File: src/hw/rtl/ppd_pkg.sv
// Shared types and constants for the peak-preserving decimator.
// Used by ppd_setup and peak_preserving_decimator; depends on nothing.
`timescale 1ns / 1ps
`default_nettype none

package ppd_pkg;

  localparam int CFG_INDEX_BITS = 2;

  localparam logic [CFG_INDEX_BITS-1:0] REG_TRACE_LENGTH = 2'd0;
  localparam logic [CFG_INDEX_BITS-1:0] REG_FIRST_INDEX  = 2'd1;
  localparam logic [CFG_INDEX_BITS-1:0] REG_END_INDEX    = 2'd2;
  localparam logic [CFG_INDEX_BITS-1:0] REG_MAX_POINTS   = 2'd3;

  localparam int MAX_POINTS_RESET = 1024;

  typedef struct packed {
    logic ready;
    logic window_ok;
  } ppd_status_t;

endpackage

`default_nettype wire

File: src/hw/rtl/ppd_divider.sv
// Restoring divider, one quotient bit per clock.
// Stand-alone; instantiated by ppd_setup.
`timescale 1ns / 1ps
`default_nettype none

module ppd_divider #(
  parameter int DIVIDEND_BITS = 24,
  parameter int DIVISOR_BITS  = 16
) (
  input  logic                     clk,
  input  logic                     rst,
  input  logic                     start,
  input  logic [DIVIDEND_BITS-1:0] dividend,
  input  logic [DIVISOR_BITS-1:0]  divisor,
  output logic                     busy,
  output logic [DIVIDEND_BITS-1:0] quotient,
  output logic [DIVISOR_BITS-1:0]  remainder
);

  localparam int COUNT_BITS = $clog2(DIVIDEND_BITS + 1);

  logic [COUNT_BITS-1:0]    count;
  logic [DIVIDEND_BITS-1:0] shift_word;
  logic [DIVISOR_BITS-1:0]  partial;
  logic [DIVISOR_BITS:0]    trial;
  logic [DIVISOR_BITS:0]    trial_diff;
  logic                     fits;

  assign trial      = {partial, shift_word[DIVIDEND_BITS-1]};
  assign trial_diff = trial - {1'b0, divisor};
  assign fits       = trial >= {1'b0, divisor};

  always_ff @(posedge clk) begin
    if (rst) begin
      count <= '0;
    end else if (start) begin
      count <= COUNT_BITS'(DIVIDEND_BITS);
    end else if (count != '0) begin
      count <= count - 1'b1;
    end
  end

  always_ff @(posedge clk) begin
    if (start) begin
      shift_word <= dividend;
      partial    <= '0;
    end else if (count != '0) begin
      shift_word <= {shift_word[DIVIDEND_BITS-2:0], fits};
      partial    <= fits ? trial_diff[DIVISOR_BITS-1:0] : trial[DIVISOR_BITS-1:0];
    end
  end

  assign busy      = count != '0;
  assign quotient  = shift_word;
  assign remainder = partial;

endmodule

`default_nettype wire

File: src/hw/rtl/ppd_setup.sv
// Configuration registers and the per-window setup: clamped window, bucket count,
// step quotient and remainder, and the first bucket boundary. Uses ppd_pkg, ppd_divider.
`timescale 1ns / 1ps
`default_nettype none

module ppd_setup
  import ppd_pkg::*;
#(
  parameter int INDEX_BITS = 24,
  parameter int POINT_BITS = 16,
  parameter int CFG_BITS   = 25
) (
  input  logic                      clk,
  input  logic                      rst,
  input  logic                      cfg_write,
  input  logic [CFG_INDEX_BITS-1:0] cfg_index,
  input  logic [CFG_BITS-1:0]       cfg_data,
  output ppd_status_t               status,
  output logic [INDEX_BITS-1:0]     first_clamp,
  output logic [INDEX_BITS-1:0]     end_clamp,
  output logic [POINT_BITS-1:0]     buckets,
  output logic [INDEX_BITS-1:0]     step_quotient,
  output logic [POINT_BITS-1:0]     step_remainder,
  output logic [INDEX_BITS-1:0]     start_boundary,
  output logic [POINT_BITS:0]       start_remainder
);

  localparam int WIDE = (INDEX_BITS > POINT_BITS) ? INDEX_BITS : POINT_BITS;

  logic [INDEX_BITS-1:0]        trace_length;
  logic signed [INDEX_BITS:0]   first_index;
  logic signed [INDEX_BITS:0]   end_index;
  logic [POINT_BITS-1:0]        max_points;

  logic [1:0]                   settle;
  logic                         div_busy;
  logic                         div_busy_q;
  logic                         window_ok;

  logic [INDEX_BITS-1:0]        first_clamp_next;
  logic signed [INDEX_BITS:0]   end_limited;
  logic                         window_ok_next;
  logic [INDEX_BITS-1:0]        span;
  logic [INDEX_BITS-1:0]        span_next;
  logic [POINT_BITS-1:0]        buckets_next;

  logic [POINT_BITS+1:0]        start_sum;
  logic [POINT_BITS+1:0]        two_buckets;
  logic [POINT_BITS+1:0]        start_wrapped;
  logic                         start_carry;

  always_ff @(posedge clk) begin
    if (rst) begin
      trace_length <= '0;
      first_index  <= '0;
      end_index    <= '0;
      max_points   <= POINT_BITS'(MAX_POINTS_RESET);
    end else if (cfg_write) begin
      unique case (cfg_index)
        REG_TRACE_LENGTH: trace_length <= cfg_data[INDEX_BITS-1:0];
        REG_FIRST_INDEX:  first_index  <= cfg_data[INDEX_BITS:0];
        REG_END_INDEX:    end_index    <= cfg_data[INDEX_BITS:0];
        REG_MAX_POINTS:   max_points   <= cfg_data[POINT_BITS-1:0];
      endcase
    end
  end

  // Window clamp, then span and bucket count, each behind a register.
  always_comb begin
    first_clamp_next = first_index[INDEX_BITS] ? '0 : first_index[INDEX_BITS-1:0];
    end_limited = (end_index > $signed({1'b0, trace_length})) ?
                  $signed({1'b0, trace_length}) : end_index;
    window_ok_next = (end_limited > $signed({1'b0, first_clamp_next})) &&
                     (max_points != '0);
    span_next = end_clamp - first_clamp;
    buckets_next = (WIDE'(max_points) < WIDE'(span)) ? max_points : POINT_BITS'(span);
  end

  always_ff @(posedge clk) begin
    first_clamp <= first_clamp_next;
    end_clamp   <= end_limited[INDEX_BITS-1:0];
    span        <= span_next;
    buckets     <= buckets_next;
  end

  always_ff @(posedge clk) begin
    if (rst) begin
      window_ok  <= 1'b0;
      settle     <= 2'd3;
      div_busy_q <= 1'b0;
    end else begin
      window_ok  <= window_ok_next;
      div_busy_q <= div_busy;
      if (cfg_write) begin
        settle <= 2'd3;
      end else if (settle != 2'd0) begin
        settle <= settle - 1'b1;
      end
    end
  end

  ppd_divider #(
    .DIVIDEND_BITS (INDEX_BITS),
    .DIVISOR_BITS  (POINT_BITS)
  ) u_divider (
    .clk       (clk),
    .rst       (rst),
    .start     (settle == 2'd1 && !cfg_write),
    .dividend  (span),
    .divisor   (buckets),
    .busy      (div_busy),
    .quotient  (step_quotient),
    .remainder (step_remainder)
  );

  // First boundary: start of window plus one step, remainder kept in half-bucket units.
  always_comb begin
    two_buckets   = {1'b0, buckets, 1'b0};
    start_sum     = (POINT_BITS+2)'(buckets) + (POINT_BITS+2)'({step_remainder, 1'b0});
    start_carry   = start_sum >= two_buckets;
    start_wrapped = start_carry ? (start_sum - two_buckets) : start_sum;
  end

  always_ff @(posedge clk) begin
    start_boundary  <= first_clamp + step_quotient + INDEX_BITS'(start_carry);
    start_remainder <= start_wrapped[POINT_BITS:0];
  end

  assign status.ready     = (settle == 2'd0) && !div_busy && !div_busy_q;
  assign status.window_ok = window_ok;

endmodule

`default_nettype wire

File: src/hw/rtl/peak_preserving_decimator.sv
// Peak-preserving min/max decimator: top level with the per-sample datapath.
// Depends on ppd_pkg, ppd_setup and ppd_divider.
//
// Channel  Direction  Handshake                 Payload
// s_axis   in         s_axis_tvalid/tready      sample_value
// m_axis   out        m_axis_tvalid/tready      peak, bucket, min, max; tlast = last point
// cfg      in         cfg_valid/cfg_ready       register index and value
//
// One sample word is taken every clock unless the input is held off as below; a point
// appears in the cycle after the sample that closes its bucket. After reset and after
// each register write the input is held off while the setup settles and the step divider runs one bit per clock.
// A waiting point stalls the input only when the next sample would close a bucket.
// Reset is synchronous and clears the counters and the output valid.
`timescale 1ns / 1ps
`default_nettype none

module peak_preserving_decimator
  import ppd_pkg::*;
#(
  parameter int INDEX_BITS  = 24,
  parameter int POINT_BITS  = 16,
  parameter int SAMPLE_BITS = 32
) (
  input  logic                      clk,
  input  logic                      rst,
  input  logic                      s_axis_tvalid,
  output logic                      s_axis_tready,
  // sample_value
  input  logic [((SAMPLE_BITS+7)/8)*8-1:0] s_axis_tdata,
  output logic                      m_axis_tvalid,
  input  logic                      m_axis_tready,
  // peak_value, bucket_number, window_min, window_max
  output logic [((3*SAMPLE_BITS+POINT_BITS+7)/8)*8-1:0] m_axis_tdata,
  output logic                      m_axis_tlast,
  input  logic                      cfg_valid,
  output logic                      cfg_ready,
  input  logic [CFG_INDEX_BITS-1:0] cfg_index,
  input  logic [((INDEX_BITS+1 > POINT_BITS) ? INDEX_BITS+1 : POINT_BITS)-1:0] cfg_data
);

  localparam int CFG_BITS      = (INDEX_BITS + 1 > POINT_BITS) ? INDEX_BITS + 1 : POINT_BITS;
  localparam int OUT_DATA_BITS = ((3*SAMPLE_BITS + POINT_BITS + 7) / 8) * 8;
  localparam logic [INDEX_BITS-1:0]         CNT_MAX  = {INDEX_BITS{1'b1}};
  localparam logic signed [SAMPLE_BITS-1:0] MOST_POS = {1'b0, {(SAMPLE_BITS-1){1'b1}}};
  localparam logic signed [SAMPLE_BITS-1:0] MOST_NEG = {1'b1, {(SAMPLE_BITS-1){1'b0}}};

  ppd_status_t                    status;
  logic [INDEX_BITS-1:0]          first_clamp;
  logic [INDEX_BITS-1:0]          end_clamp;
  logic [POINT_BITS-1:0]          buckets;
  logic [INDEX_BITS-1:0]          div_quotient;
  logic [POINT_BITS-1:0]          div_remainder;
  logic [INDEX_BITS-1:0]          start_boundary;
  logic [POINT_BITS:0]            start_remainder;

  logic [INDEX_BITS-1:0]          sample_counter;
  logic [POINT_BITS-1:0]          bucket_counter;
  logic [INDEX_BITS-1:0]          next_boundary;
  logic [POINT_BITS:0]            boundary_remainder;
  logic [INDEX_BITS-1:0]          step_quotient;
  logic [POINT_BITS-1:0]          step_remainder;
  logic signed [SAMPLE_BITS-1:0]  bucket_low;
  logic signed [SAMPLE_BITS-1:0]  bucket_high;
  logic signed [SAMPLE_BITS-1:0]  running_min;
  logic signed [SAMPLE_BITS-1:0]  running_max;

  logic signed [SAMPLE_BITS-1:0]  peak_q;
  logic [POINT_BITS-1:0]          bucket_q;
  logic signed [SAMPLE_BITS-1:0]  window_min_q;
  logic signed [SAMPLE_BITS-1:0]  window_max_q;
  logic                           last_q;
  logic                           out_valid;

  logic                           in_window;
  logic                           window_start;
  logic                           emit_now;
  logic                           in_accept;
  logic signed [SAMPLE_BITS-1:0]  sample;

  logic [INDEX_BITS-1:0]          boundary_eff;
  logic [POINT_BITS:0]            remainder_eff;
  logic [POINT_BITS-1:0]          counter_eff;
  logic [INDEX_BITS-1:0]          quotient_eff;
  logic [POINT_BITS-1:0]          step_rem_eff;
  logic signed [SAMPLE_BITS-1:0]  low_eff;
  logic signed [SAMPLE_BITS-1:0]  high_eff;
  logic signed [SAMPLE_BITS-1:0]  rmin_eff;
  logic signed [SAMPLE_BITS-1:0]  rmax_eff;
  logic signed [SAMPLE_BITS-1:0]  low_next;
  logic signed [SAMPLE_BITS-1:0]  high_next;
  logic signed [SAMPLE_BITS-1:0]  rmin_next;
  logic signed [SAMPLE_BITS-1:0]  rmax_next;
  logic [SAMPLE_BITS:0]           high_mag;
  logic [SAMPLE_BITS:0]           low_mag;
  logic [POINT_BITS+1:0]          adv_sum;
  logic [POINT_BITS+1:0]          adv_wrapped;
  logic [POINT_BITS+1:0]          two_buckets;
  logic                           adv_carry;
  logic [POINT_BITS:0]            counter_inc;

  ppd_setup #(
    .INDEX_BITS (INDEX_BITS),
    .POINT_BITS (POINT_BITS),
    .CFG_BITS   (CFG_BITS)
  ) u_setup (
    .clk             (clk),
    .rst             (rst),
    .cfg_write       (cfg_valid && cfg_ready),
    .cfg_index       (cfg_index),
    .cfg_data        (cfg_data),
    .status          (status),
    .first_clamp     (first_clamp),
    .end_clamp       (end_clamp),
    .buckets         (buckets),
    .step_quotient   (div_quotient),
    .step_remainder  (div_remainder),
    .start_boundary  (start_boundary),
    .start_remainder (start_remainder)
  );

  assign cfg_ready = 1'b1;
  assign sample    = s_axis_tdata[SAMPLE_BITS-1:0];

  always_comb begin
    in_window    = status.window_ok && (sample_counter >= first_clamp) &&
                   (sample_counter < end_clamp);
    window_start = in_window && (sample_counter == first_clamp);

    boundary_eff  = window_start ? start_boundary  : next_boundary;
    remainder_eff = window_start ? start_remainder : boundary_remainder;
    counter_eff   = window_start ? '0              : bucket_counter;
    quotient_eff  = window_start ? div_quotient    : step_quotient;
    step_rem_eff  = window_start ? div_remainder   : step_remainder;
    low_eff       = window_start ? MOST_POS        : bucket_low;
    high_eff      = window_start ? MOST_NEG        : bucket_high;
    rmin_eff      = window_start ? MOST_POS        : running_min;
    rmax_eff      = window_start ? MOST_NEG        : running_max;

    // Closing a bucket does not depend on the sample value.
    emit_now = in_window &&
               ({1'b0, sample_counter} + 1'b1 == {1'b0, boundary_eff});

    low_next  = (sample < low_eff)  ? sample : low_eff;
    high_next = (sample > high_eff) ? sample : high_eff;
    rmin_next = (low_next < rmin_eff)  ? low_next  : rmin_eff;
    rmax_next = (high_next > rmax_eff) ? high_next : rmax_eff;

    high_mag = high_next[SAMPLE_BITS-1] ? (~{1'b1, high_next} + 1'b1) : {1'b0, high_next};
    low_mag  = low_next[SAMPLE_BITS-1]  ? (~{1'b1, low_next} + 1'b1)  : {1'b0, low_next};

    two_buckets = {1'b0, buckets, 1'b0};
    adv_sum     = (POINT_BITS+2)'(remainder_eff) + (POINT_BITS+2)'({step_rem_eff, 1'b0});
    adv_carry   = adv_sum >= two_buckets;
    adv_wrapped = adv_carry ? (adv_sum - two_buckets) : adv_sum;
    counter_inc = {1'b0, counter_eff} + 1'b1;
  end

  assign s_axis_tready = status.ready && (!out_valid || m_axis_tready || !emit_now);
  assign in_accept     = s_axis_tvalid && s_axis_tready;

  always_ff @(posedge clk) begin
    if (rst) begin
      sample_counter     <= '0;
      bucket_counter     <= '0;
      next_boundary      <= '0;
      boundary_remainder <= '0;
      step_quotient      <= '0;
      step_remainder     <= '0;
      bucket_low         <= MOST_POS;
      bucket_high        <= MOST_NEG;
      running_min        <= MOST_POS;
      running_max        <= MOST_NEG;
    end else if (in_accept) begin
      if (sample_counter != CNT_MAX) begin
        sample_counter <= sample_counter + 1'b1;
      end
      if (in_window) begin
        step_quotient  <= quotient_eff;
        step_remainder <= step_rem_eff;
        if (emit_now) begin
          bucket_counter     <= counter_inc[POINT_BITS-1:0];
          next_boundary      <= boundary_eff + quotient_eff + INDEX_BITS'(adv_carry);
          boundary_remainder <= adv_wrapped[POINT_BITS:0];
          bucket_low         <= MOST_POS;
          bucket_high        <= MOST_NEG;
          running_min        <= rmin_next;
          running_max        <= rmax_next;
        end else begin
          bucket_counter     <= counter_eff;
          next_boundary      <= boundary_eff;
          boundary_remainder <= remainder_eff;
          bucket_low         <= low_next;
          bucket_high        <= high_next;
          running_min        <= rmin_eff;
          running_max        <= rmax_eff;
        end
      end
    end
  end

  always_ff @(posedge clk) begin
    if (rst) begin
      out_valid <= 1'b0;
    end else if (in_accept && emit_now) begin
      out_valid <= 1'b1;
    end else if (m_axis_tready) begin
      out_valid <= 1'b0;
    end
  end

  always_ff @(posedge clk) begin
    if (in_accept && emit_now) begin
      peak_q       <= (high_mag >= low_mag) ? high_next : low_next;
      bucket_q     <= counter_eff;
      last_q       <= counter_inc == {1'b0, buckets};
      window_min_q <= rmin_next;
      window_max_q <= rmax_next;
    end
  end

  assign m_axis_tvalid = out_valid;
  assign m_axis_tlast  = last_q;
  assign m_axis_tdata  = OUT_DATA_BITS'({window_max_q, window_min_q, bucket_q, peak_q});

`ifndef SYNTHESIS
  a_no_overwrite: assert property (@(posedge clk) disable iff (rst)
    (out_valid && !m_axis_tready) |-> !(in_accept && emit_now))
    else $error("Pending point would be overwritten.");

  a_counter_step: assert property (@(posedge clk) disable iff (rst)
    in_accept |=> (sample_counter == $past(sample_counter) + 1'b1) ||
                  (sample_counter == CNT_MAX))
    else $error("Sample counter did not advance by one word.");

  a_min_le_max: assert property (@(posedge clk) disable iff (rst)
    out_valid |-> (window_min_q <= window_max_q))
    else $error("Window minimum exceeds window maximum.");
`endif

endmodule

`default_nettype wire

File: config.mk
export PLATFORM = sky130hd
export DESIGN_NAME = peak_preserving_decimator
export DESIGN_NICKNAME = d
export VERILOG_FILES = /design/src/hw/rtl/ppd_pkg.sv /design/src/hw/rtl/ppd_divider.sv /design/src/hw/rtl/ppd_setup.sv /design/src/hw/rtl/peak_preserving_decimator.sv
export SDC_FILE = /design/constraint.sdc
export NUM_CORES = 2
export LEC_CHECK = 0
export BUFFER_PORTS_ARGS = -buffer_cell sky130_fd_sc_hd__buf_2
export CAP_MARGIN = 30
export CORE_ASPECT_RATIO = 0.6
export CORE_UTILIZATION = 55
export DETAILED_ROUTE_END_ITERATION = 8
export GPL_ROUTABILITY_DRIVEN = 0
export PLACE_DENSITY = 0.82
export SLEW_MARGIN = 20
export SYNTH_ARGS = -nofsm -noshare
export SYNTH_HDL_FRONTEND = slang
export SYNTH_SLANG_ARGS = --single-unit
File: constraint.sdc
create_clock -name clk -period 13.2 [get_ports clk]
set_input_delay 2.64 -clock clk [delete_from_list [all_inputs] [get_ports clk]]
set_output_delay 2.64 -clock clk [all_outputs]
set_load 0.02 [all_outputs]
== Word level (Yosys, flattened, before mapping) ==
Cells that the tools add are included.
Cells by class
  $add $sub $neg: 17
  multiply operators: 0
  divide/modulo/power cells: 0
  magnitude comparators: 13
  equal/unequal tests: 8
  shift operators: 0
  mux-type cells: 35
  bitwise logic cells: 2
  reduce and logical (&&, ||, !) cells: 33
Operator list (count)
  2-to-1 mux 32 bit: 13
  2-to-1 mux 24 bit: 6
  2-to-1 mux 16 bit: 5
  2-to-1 mux 17 bit: 4
  adder 33 x 1 -> 33 bit (second input constant): 2
  2-to-1 mux 33 bit: 2
  inverter 33 bit: 2
  greater-than comparator 32 bit: 2
  less-than comparator 32 bit: 2
  greater-than comparator 25 bit: 2
  adder 24 x 1 -> 24 bit: 2
  adder 24 bit: 2
  >= comparator 18 x 17 -> 1 bit: 2
  subtractor 17 bit: 2
  >= comparator 33 bit: 1
  adder 24 x 1 -> 25 bit (second input constant): 1
  equality test 25 x 24 -> 1 bit: 1
  2-to-1 mux 25 bit: 1
  adder 24 x 1 -> 24 bit (second input constant): 1
  equality test 24 bit: 1
  >= comparator 24 bit: 1
  less-than comparator 16 x 24 -> 1 bit: 1
  less-than comparator 24 bit: 1
  inequality test 24 bit (second input constant): 1
  22 further kinds: 50
Word-level totals
  register bits: 631
  latch bits: 0
  RAM bits: 0
  memory bits (read-only): 0
  output and inout bits: 116
  memories kept: 0

== Logic depth before layout (Yosys ltp) ==
  depth after elaboration: 13
  gate-level depth with buffers: 47
  gate-level depth less buffers: 42

== By module ==
Synthesis repeated with hierarchy kept, for this count alone.
Unflattened totals
  cells, all modules: 5108
  area total of the unflattened synthesis: 42319.3 sq um
Modules (own cells, without submodules)
  peak_preserving_decimator: times used 1, cells each 3436, area an instance 27408.8 sq um
  ppd_setup: times used 1, cells each 1374, area an instance 12074.1 sq um
  ppd_divider: times used 1, cells each 298, area an instance 2836.5 sq um

== Least setup slack after synthesis ==
Ideal clock, no wire load.
  kind: reg2reg
  start point: register sample_counter[23]
  end point: register peak_q[22] (data pin)
  data arrival time: 9.681 ns
  required time: 12.919 ns
  setup slack: 3.239 ns
  stages on the path, launching flop included: 45
  path buffers: 11
  clock period less this slack: 9.961 ns
  cell sequence: dfxtp_1 -> ha_1 -> inv_1 -> o21ai_1 -> nand4b_2 -> o32a_1 -> o31a_1 -> clkbuf_1 -> clkbuf_1 -> clkbuf_1 -> clkbuf_1 -> clkbuf_1 -> buf_1 -> buf_1 -> nand2_1 -> ha_1 -> a211oi_1 -> o21ai_0 -> [9 not listed] -> a21oi_1 -> ha_1 -> nand4_1 -> nor4_1 -> a21oi_1 -> xnor2_1 -> ha_1 -> a21o_1 -> a21o_1 -> a21oi_1 -> nor2b_1 -> o21ai_0 -> nand2b_1 -> a21oi_1 -> nor2b_1 -> a211oi_1 -> clkbuf_1 -> mux2i_1
On the way
  longest elaborated chain between the ends: 12
  elaborated cells between the ends (all ways): 20
  classes of those cells: add/sub: 2; order compare: 5; eq/ne: 1; mux: 7; bitwise: 2; reduce/logical: 3
Ends and longest elaborated chain
  from (decl): line peak_preserving_decimator.sv:56  | logic [INDEX_BITS-1:0] sample_counter;
  from (signal assigned): line peak_preserving_decimator.sv:175  | sample_counter <= sample_counter + 1'b1;
  >= comparator 24 bit: line peak_preserving_decimator.sv:125  | in_window = status.window_ok && (sample_counter >= first_clamp) &&
  logical AND 1 bit (2 in series): line peak_preserving_decimator.sv:125
  logical AND 1 bit (*): line peak_preserving_decimator.sv:127  | window_start = in_window && (sample_counter == first_clamp);
  2-to-1 mux 32 bit, on equally long branches: line peak_preserving_decimator.sv:135, peak_preserving_decimator.sv:134
  greater-than comparator 32 bit / less-than comparator 32 bit (equally long branches): line peak_preserving_decimator.sv:144, peak_preserving_decimator.sv:143
  2-to-1 mux 32 bit, on equally long branches: line peak_preserving_decimator.sv:144, peak_preserving_decimator.sv:143
  inverter 33 bit, on equally long branches: line peak_preserving_decimator.sv:148, peak_preserving_decimator.sv:149
  adder 33 x 1 -> 33 bit, on equally long branches: line peak_preserving_decimator.sv:148, peak_preserving_decimator.sv:149
  2-to-1 mux 33 bit, on equally long branches: line peak_preserving_decimator.sv:148, peak_preserving_decimator.sv:149
  >= comparator 33 bit: line peak_preserving_decimator.sv:213  | peak_q <= (high_mag >= low_mag) ? high_next : low_next;
  2-to-1 mux 32 bit (*): line peak_preserving_decimator.sv:213
  to (signal assigned): line peak_preserving_decimator.sv:213
  to (decl): line peak_preserving_decimator.sv:67  | logic signed [SAMPLE_BITS-1:0] peak_q;
Mark *: on every way between the ends. The rest lies on a longest branch, timed or not.
A chain may end at the register's enable or synchronous reset.

== Worst setup path after layout ==
  start point: register sample_counter[19]
  end point: register next_boundary[23]
On the way
  longest elaborated chain between the ends: 12
  elaborated cells between the ends (all ways): 23
  classes of those cells: add/sub: 4; order compare: 3; eq/ne: 2; mux: 5; reduce/logical: 9
Ends and longest elaborated chain
  branches (longest 12 deep; another with >= comparator 24 bit)
  to (signal assigned): line peak_preserving_decimator.sv:182  | next_boundary <= boundary_eff + quotient_eff + INDEX_BITS'(adv_carry);
  to (signal assigned): line peak_preserving_decimator.sv:190  | next_boundary <= boundary_eff;
  to (decl): line peak_preserving_decimator.sv:58  | logic [INDEX_BITS-1:0] next_boundary;
Several ways; the timed one is not identified.

==> flow_metrics.tcl <==
set metrics [dict create \
    status "finished clean" \
    synth_edf_count 137 \
    grt-ovfl-total 0 \
    cts_tree "yes" \
    htreeDepth 2 \
    synth_cell_type_count 94 \
    worstPathArrival_ps 11810 \
    busiest_layer "met1" \
    multi_input_area_sq_mm 0.0251 \
    powerDensity_mw_per_mm2 147 \
    syn_inst 4933 \
    rr_worst_depth 39 \
    synth_ff_type "dfxtp_1" \
    worstSkewPairLatency_ps 690 \
    tns_ps 0 \
    ant_nets 0 \
    hpwl_microns 96300 \
    p_int_mw 4.15 \
    cp-start-kind "flop" \
    path_depth 39 \
    antenna_found_initial 3 \
    finalMaxSlewViolations 0 \
    power.switching_mw 2.44 \
    seqCellArea_sq_mm 0.0140 \
    grt_pass1_wl_microns 197000 \
    fmax_mhz 88.8 \
    drt-initial-drc-count 5160 \
    vias 37900 \
    critPathKind "reg -> reg" \
    critPathCaptureType "flop" \
    drt-wirelength-per-cell_microns 21.3 \
    avgViaCountPerCell 6.28 \
    r2r_slack_ps 1940 \
    hold_viol 0 \
    fp.coreArea_sq_mm 0.0738 \
    drtPass1Iterations 7 \
    crit_family "compound AO/OA/AOI/OAI gates" \
    tightest_slew_ps 1060 \
    drcViolationCount 0 \
    utilization 0.609 \
    post_cts_resized 0 \
    floorplan.rows 77 \
    synth_seq_area_share 0.341 \
    crit_top_cell "o21ai_0" \
    final_layout_size_suffix_gt1_frac 0.0983 \
    finClkSkew_ps 41.6 \
    worstPathRequired_ps 13750 \
    track_usage 0.328 \
    num_io_pins 180 \
    ys_ff_latch 631 \
    ys_warn_count 0 \
    peakVddDrop_v 0.000142 \
    clockBufferDepth 3 \
    p_leak_nw 19.0 \
    cts_made_buffers 59 \
    die_area_sq_mm 0.0759 \
    grt_max_degree 98 \
    area_growth_pct 9.31 \
    cts_setup_buffers 0 \
    nets 5505 \
    port_buffers 178 \
    start_util 0.557 \
    p_seq_frac 0.365 \
    period_minus_slack_ps 11260 \
    synthArstFlopShare 0 \
    grt_pass1_vias 34800 \
    crit_path_max_fanout 28 \
    crit_buf_inv 2 \
    critPathCapture "next_boundary[23]" \
    rr_startpoint "sample_counter[19]" \
    switching_share 0.370 \
    r2r-end "next_boundary[23]" \
    fin_area_sq_mm 0.0449 \
    crit_start "sample_counter[19]" \
    fill_cells 6216 \
    syn_area_per_cell_sq_um 8.33 \
    fin_crit_sh 0.853 \
    cts_hold_buf 0 \
    die_w_microns 355 \
    max-cap-violations 0 \
    root_buffer "clkbuf_16" \
    clock_sinks 631 \
    met2_usage 0.452 \
    grt_use_met3 0.0985 \
    cpMaxStageDelayCell "o211a_1" \
    synthesis.area_sq_mm 0.0411 \
    slew_headroom 0.284 \
    pwr-share-comb 0.362 \
    p_clk_frac 0.273 \
    diodes 0 \
    setup_viol 0 \
    place_area_sq_mm 0.0429 \
    hp-class "reg -> reg" \
    clk_pin_slew_ps 70 \
    grtUsageMet1 0.484 \
    wl_microns 129000 \
    rsz0062_at_grt "no" \
    chipHeight_microns 214 \
    crit_path_max_incr_delay_ps 670 \
]
-- logic make-up (layout without fill, tap and decap cells) --
kind of cell	count (synthesis)	after routing	synth area share
other cells	2	3	0.000183
mux	184	184	0.0476
flops	631	631	0.341
simple gates	1707	1707	0.190
buf+inv	526	647	0.0500
xor+xnor	254	254	0.0545
fa+ha+maj	434	434	0.134
compound gates	1195	1195	0.183
-- power groups by stage --
stage,Combinational (mW),Sequential [mW],Clock [mW]
6_report,2.38,2.41,1.80
2_1_floorplan,1.74,2.34,0
3_5_place_dp,2.29,2.44,0
3_3_place_gp,2.22,2.43,0
5_1_grt,2.59,2.42,1.88
4_1_cts,2.31,2.40,1.80
-- area by class of cell --
type,instances,share of cell area
Multi-Input combinational cell,3777,0.559
Sequential cell,631,0.312
Clock buffer,82,0.0380
Timing Repair Buffer,243,0.0327
Tap cell,987,0.0275
Inverter,295,0.0248
Clock inverter,27,0.00596
-- worst register-to-register path: cells and delay by family (launching register included) --
family | cells | cell delay [ps]
compound gates | 22 | 6170
simple gates | 8 | 2130
fa+ha+maj | 5 | 1720
flops | 1 | 480
xor+xnor | 2 | 330
buf+inv | 2 | 300
-- state kept, by name, summed over array words and instances, names as in the netlist, 25 cells and up --
register and count:
bucket_high 32, bucket_low 32, peak_q 32, running_max 32, running_min 32, window_max_q 32, window_min_q 32, u_setup.end_index 25
u_setup.first_index 25
-- worst min path at each step --
| stage | from | endpoint | depth (start not counted) |
|---|---|---|---|
| 2_1_floorplan | u_setup.buckets[0] | u_setup.start_remainder[0] | 0 |
| 3_3_place_gp | bucket_high[30] | bucket_high[30] | 2 |
| 3_5_place_dp | next_boundary[6] | next_boundary[6] | 2 |
| 4_1_cts | next_boundary[6] | next_boundary[6] | 2 |
| 5_1_grt | bucket_high[24] | bucket_high[24] | 2 |
| 6_report | next_boundary[6] | next_boundary[6] | 2 |
-- cell usage after synthesis, drive strengths merged (9+ instances only) --
| cell | number | share of area |
|---|---|---|
| a21oi | 488 | 0.059 |
| o31a | 13 | 0.0028 |
| a2111oi | 11 | 0.0023 |
| edfxtp | 137 | 0.10 |
| a2bb2oi | 31 | 0.011 |
| o2111ai | 9 | 0.0019 |
| a31oi | 40 | 0.0061 |
| ha | 424 | 0.13 |
| and3 | 36 | 0.0055 |
| or4 | 10 | 0.0018 |
| o21bai | 19 | 0.0035 |
| clkbuf | 172 | 0.016 |
| nor2b | 55 | 0.0084 |
| o21ai | 242 | 0.029 |
| a22o | 16 | 0.0034 |
| o31ai | 17 | 0.0034 |
| xnor2 | 202 | 0.043 |
| nor2 | 302 | 0.028 |
| mux2i | 102 | 0.025 |
| o211ai | 57 | 0.010 |
| a21o | 73 | 0.013 |
| and2 | 53 | 0.0081 |
| nand2 | 789 | 0.072 |
| fa | 10 | 0.0049 |
| nor4 | 45 | 0.0074 |
| dfxtp | 494 | 0.24 |
| nand2b | 56 | 0.0085 |
| or3 | 30 | 0.0046 |
| nand3 | 115 | 0.014 |
| inv | 295 | 0.027 |
| nand4 | 70 | 0.011 |
| nor3 | 99 | 0.012 |
| xor2 | 51 | 0.011 |
| a211oi | 29 | 0.0053 |
| buf | 59 | 0.0071 |
| mux2 | 82 | 0.023 |
| a221oi | 12 | 0.0027 |
| a22oi | 29 | 0.0053 |
| or2 | 12 | 0.0018 |
| o21a | 44 | 0.0080 |
-- placed cells by master (no fill, tap or decap), drive strengths merged, types with 115 or more instances in the layout --
master	n
ha	424
nand3	115
edfxtp	137
a21oi	488
nor2	302
inv	302
xnor2	202
o21ai	242
dfxtp	494
nand2	789
buf	241
-- per-stage QoR --
step | worst slack, ps | std cells | total power, mW | hold slack (ps)
after global routing | 1160 | 6042 | 6.90 | 469
after detailed placement | 2420 | 5930 | 4.72 | 444
after CTS | 2240 | 6039 | 6.51 | 453
after global placement | 2350 | 5924 | 4.65 | 435
final | 1940 | 6042 | 6.59 | 451
after floorplan | 3240 | 4934 | 4.09 | 410
-- routing by layer --
metal  vias to the layer above  part of all wire
met5                         -                 0
met3                       294              0.14
met2                      2332              0.39
met4                         0             0.031
met1                     17800              0.43
li1                      17500                 -
(Power assumes the default switching activity.)
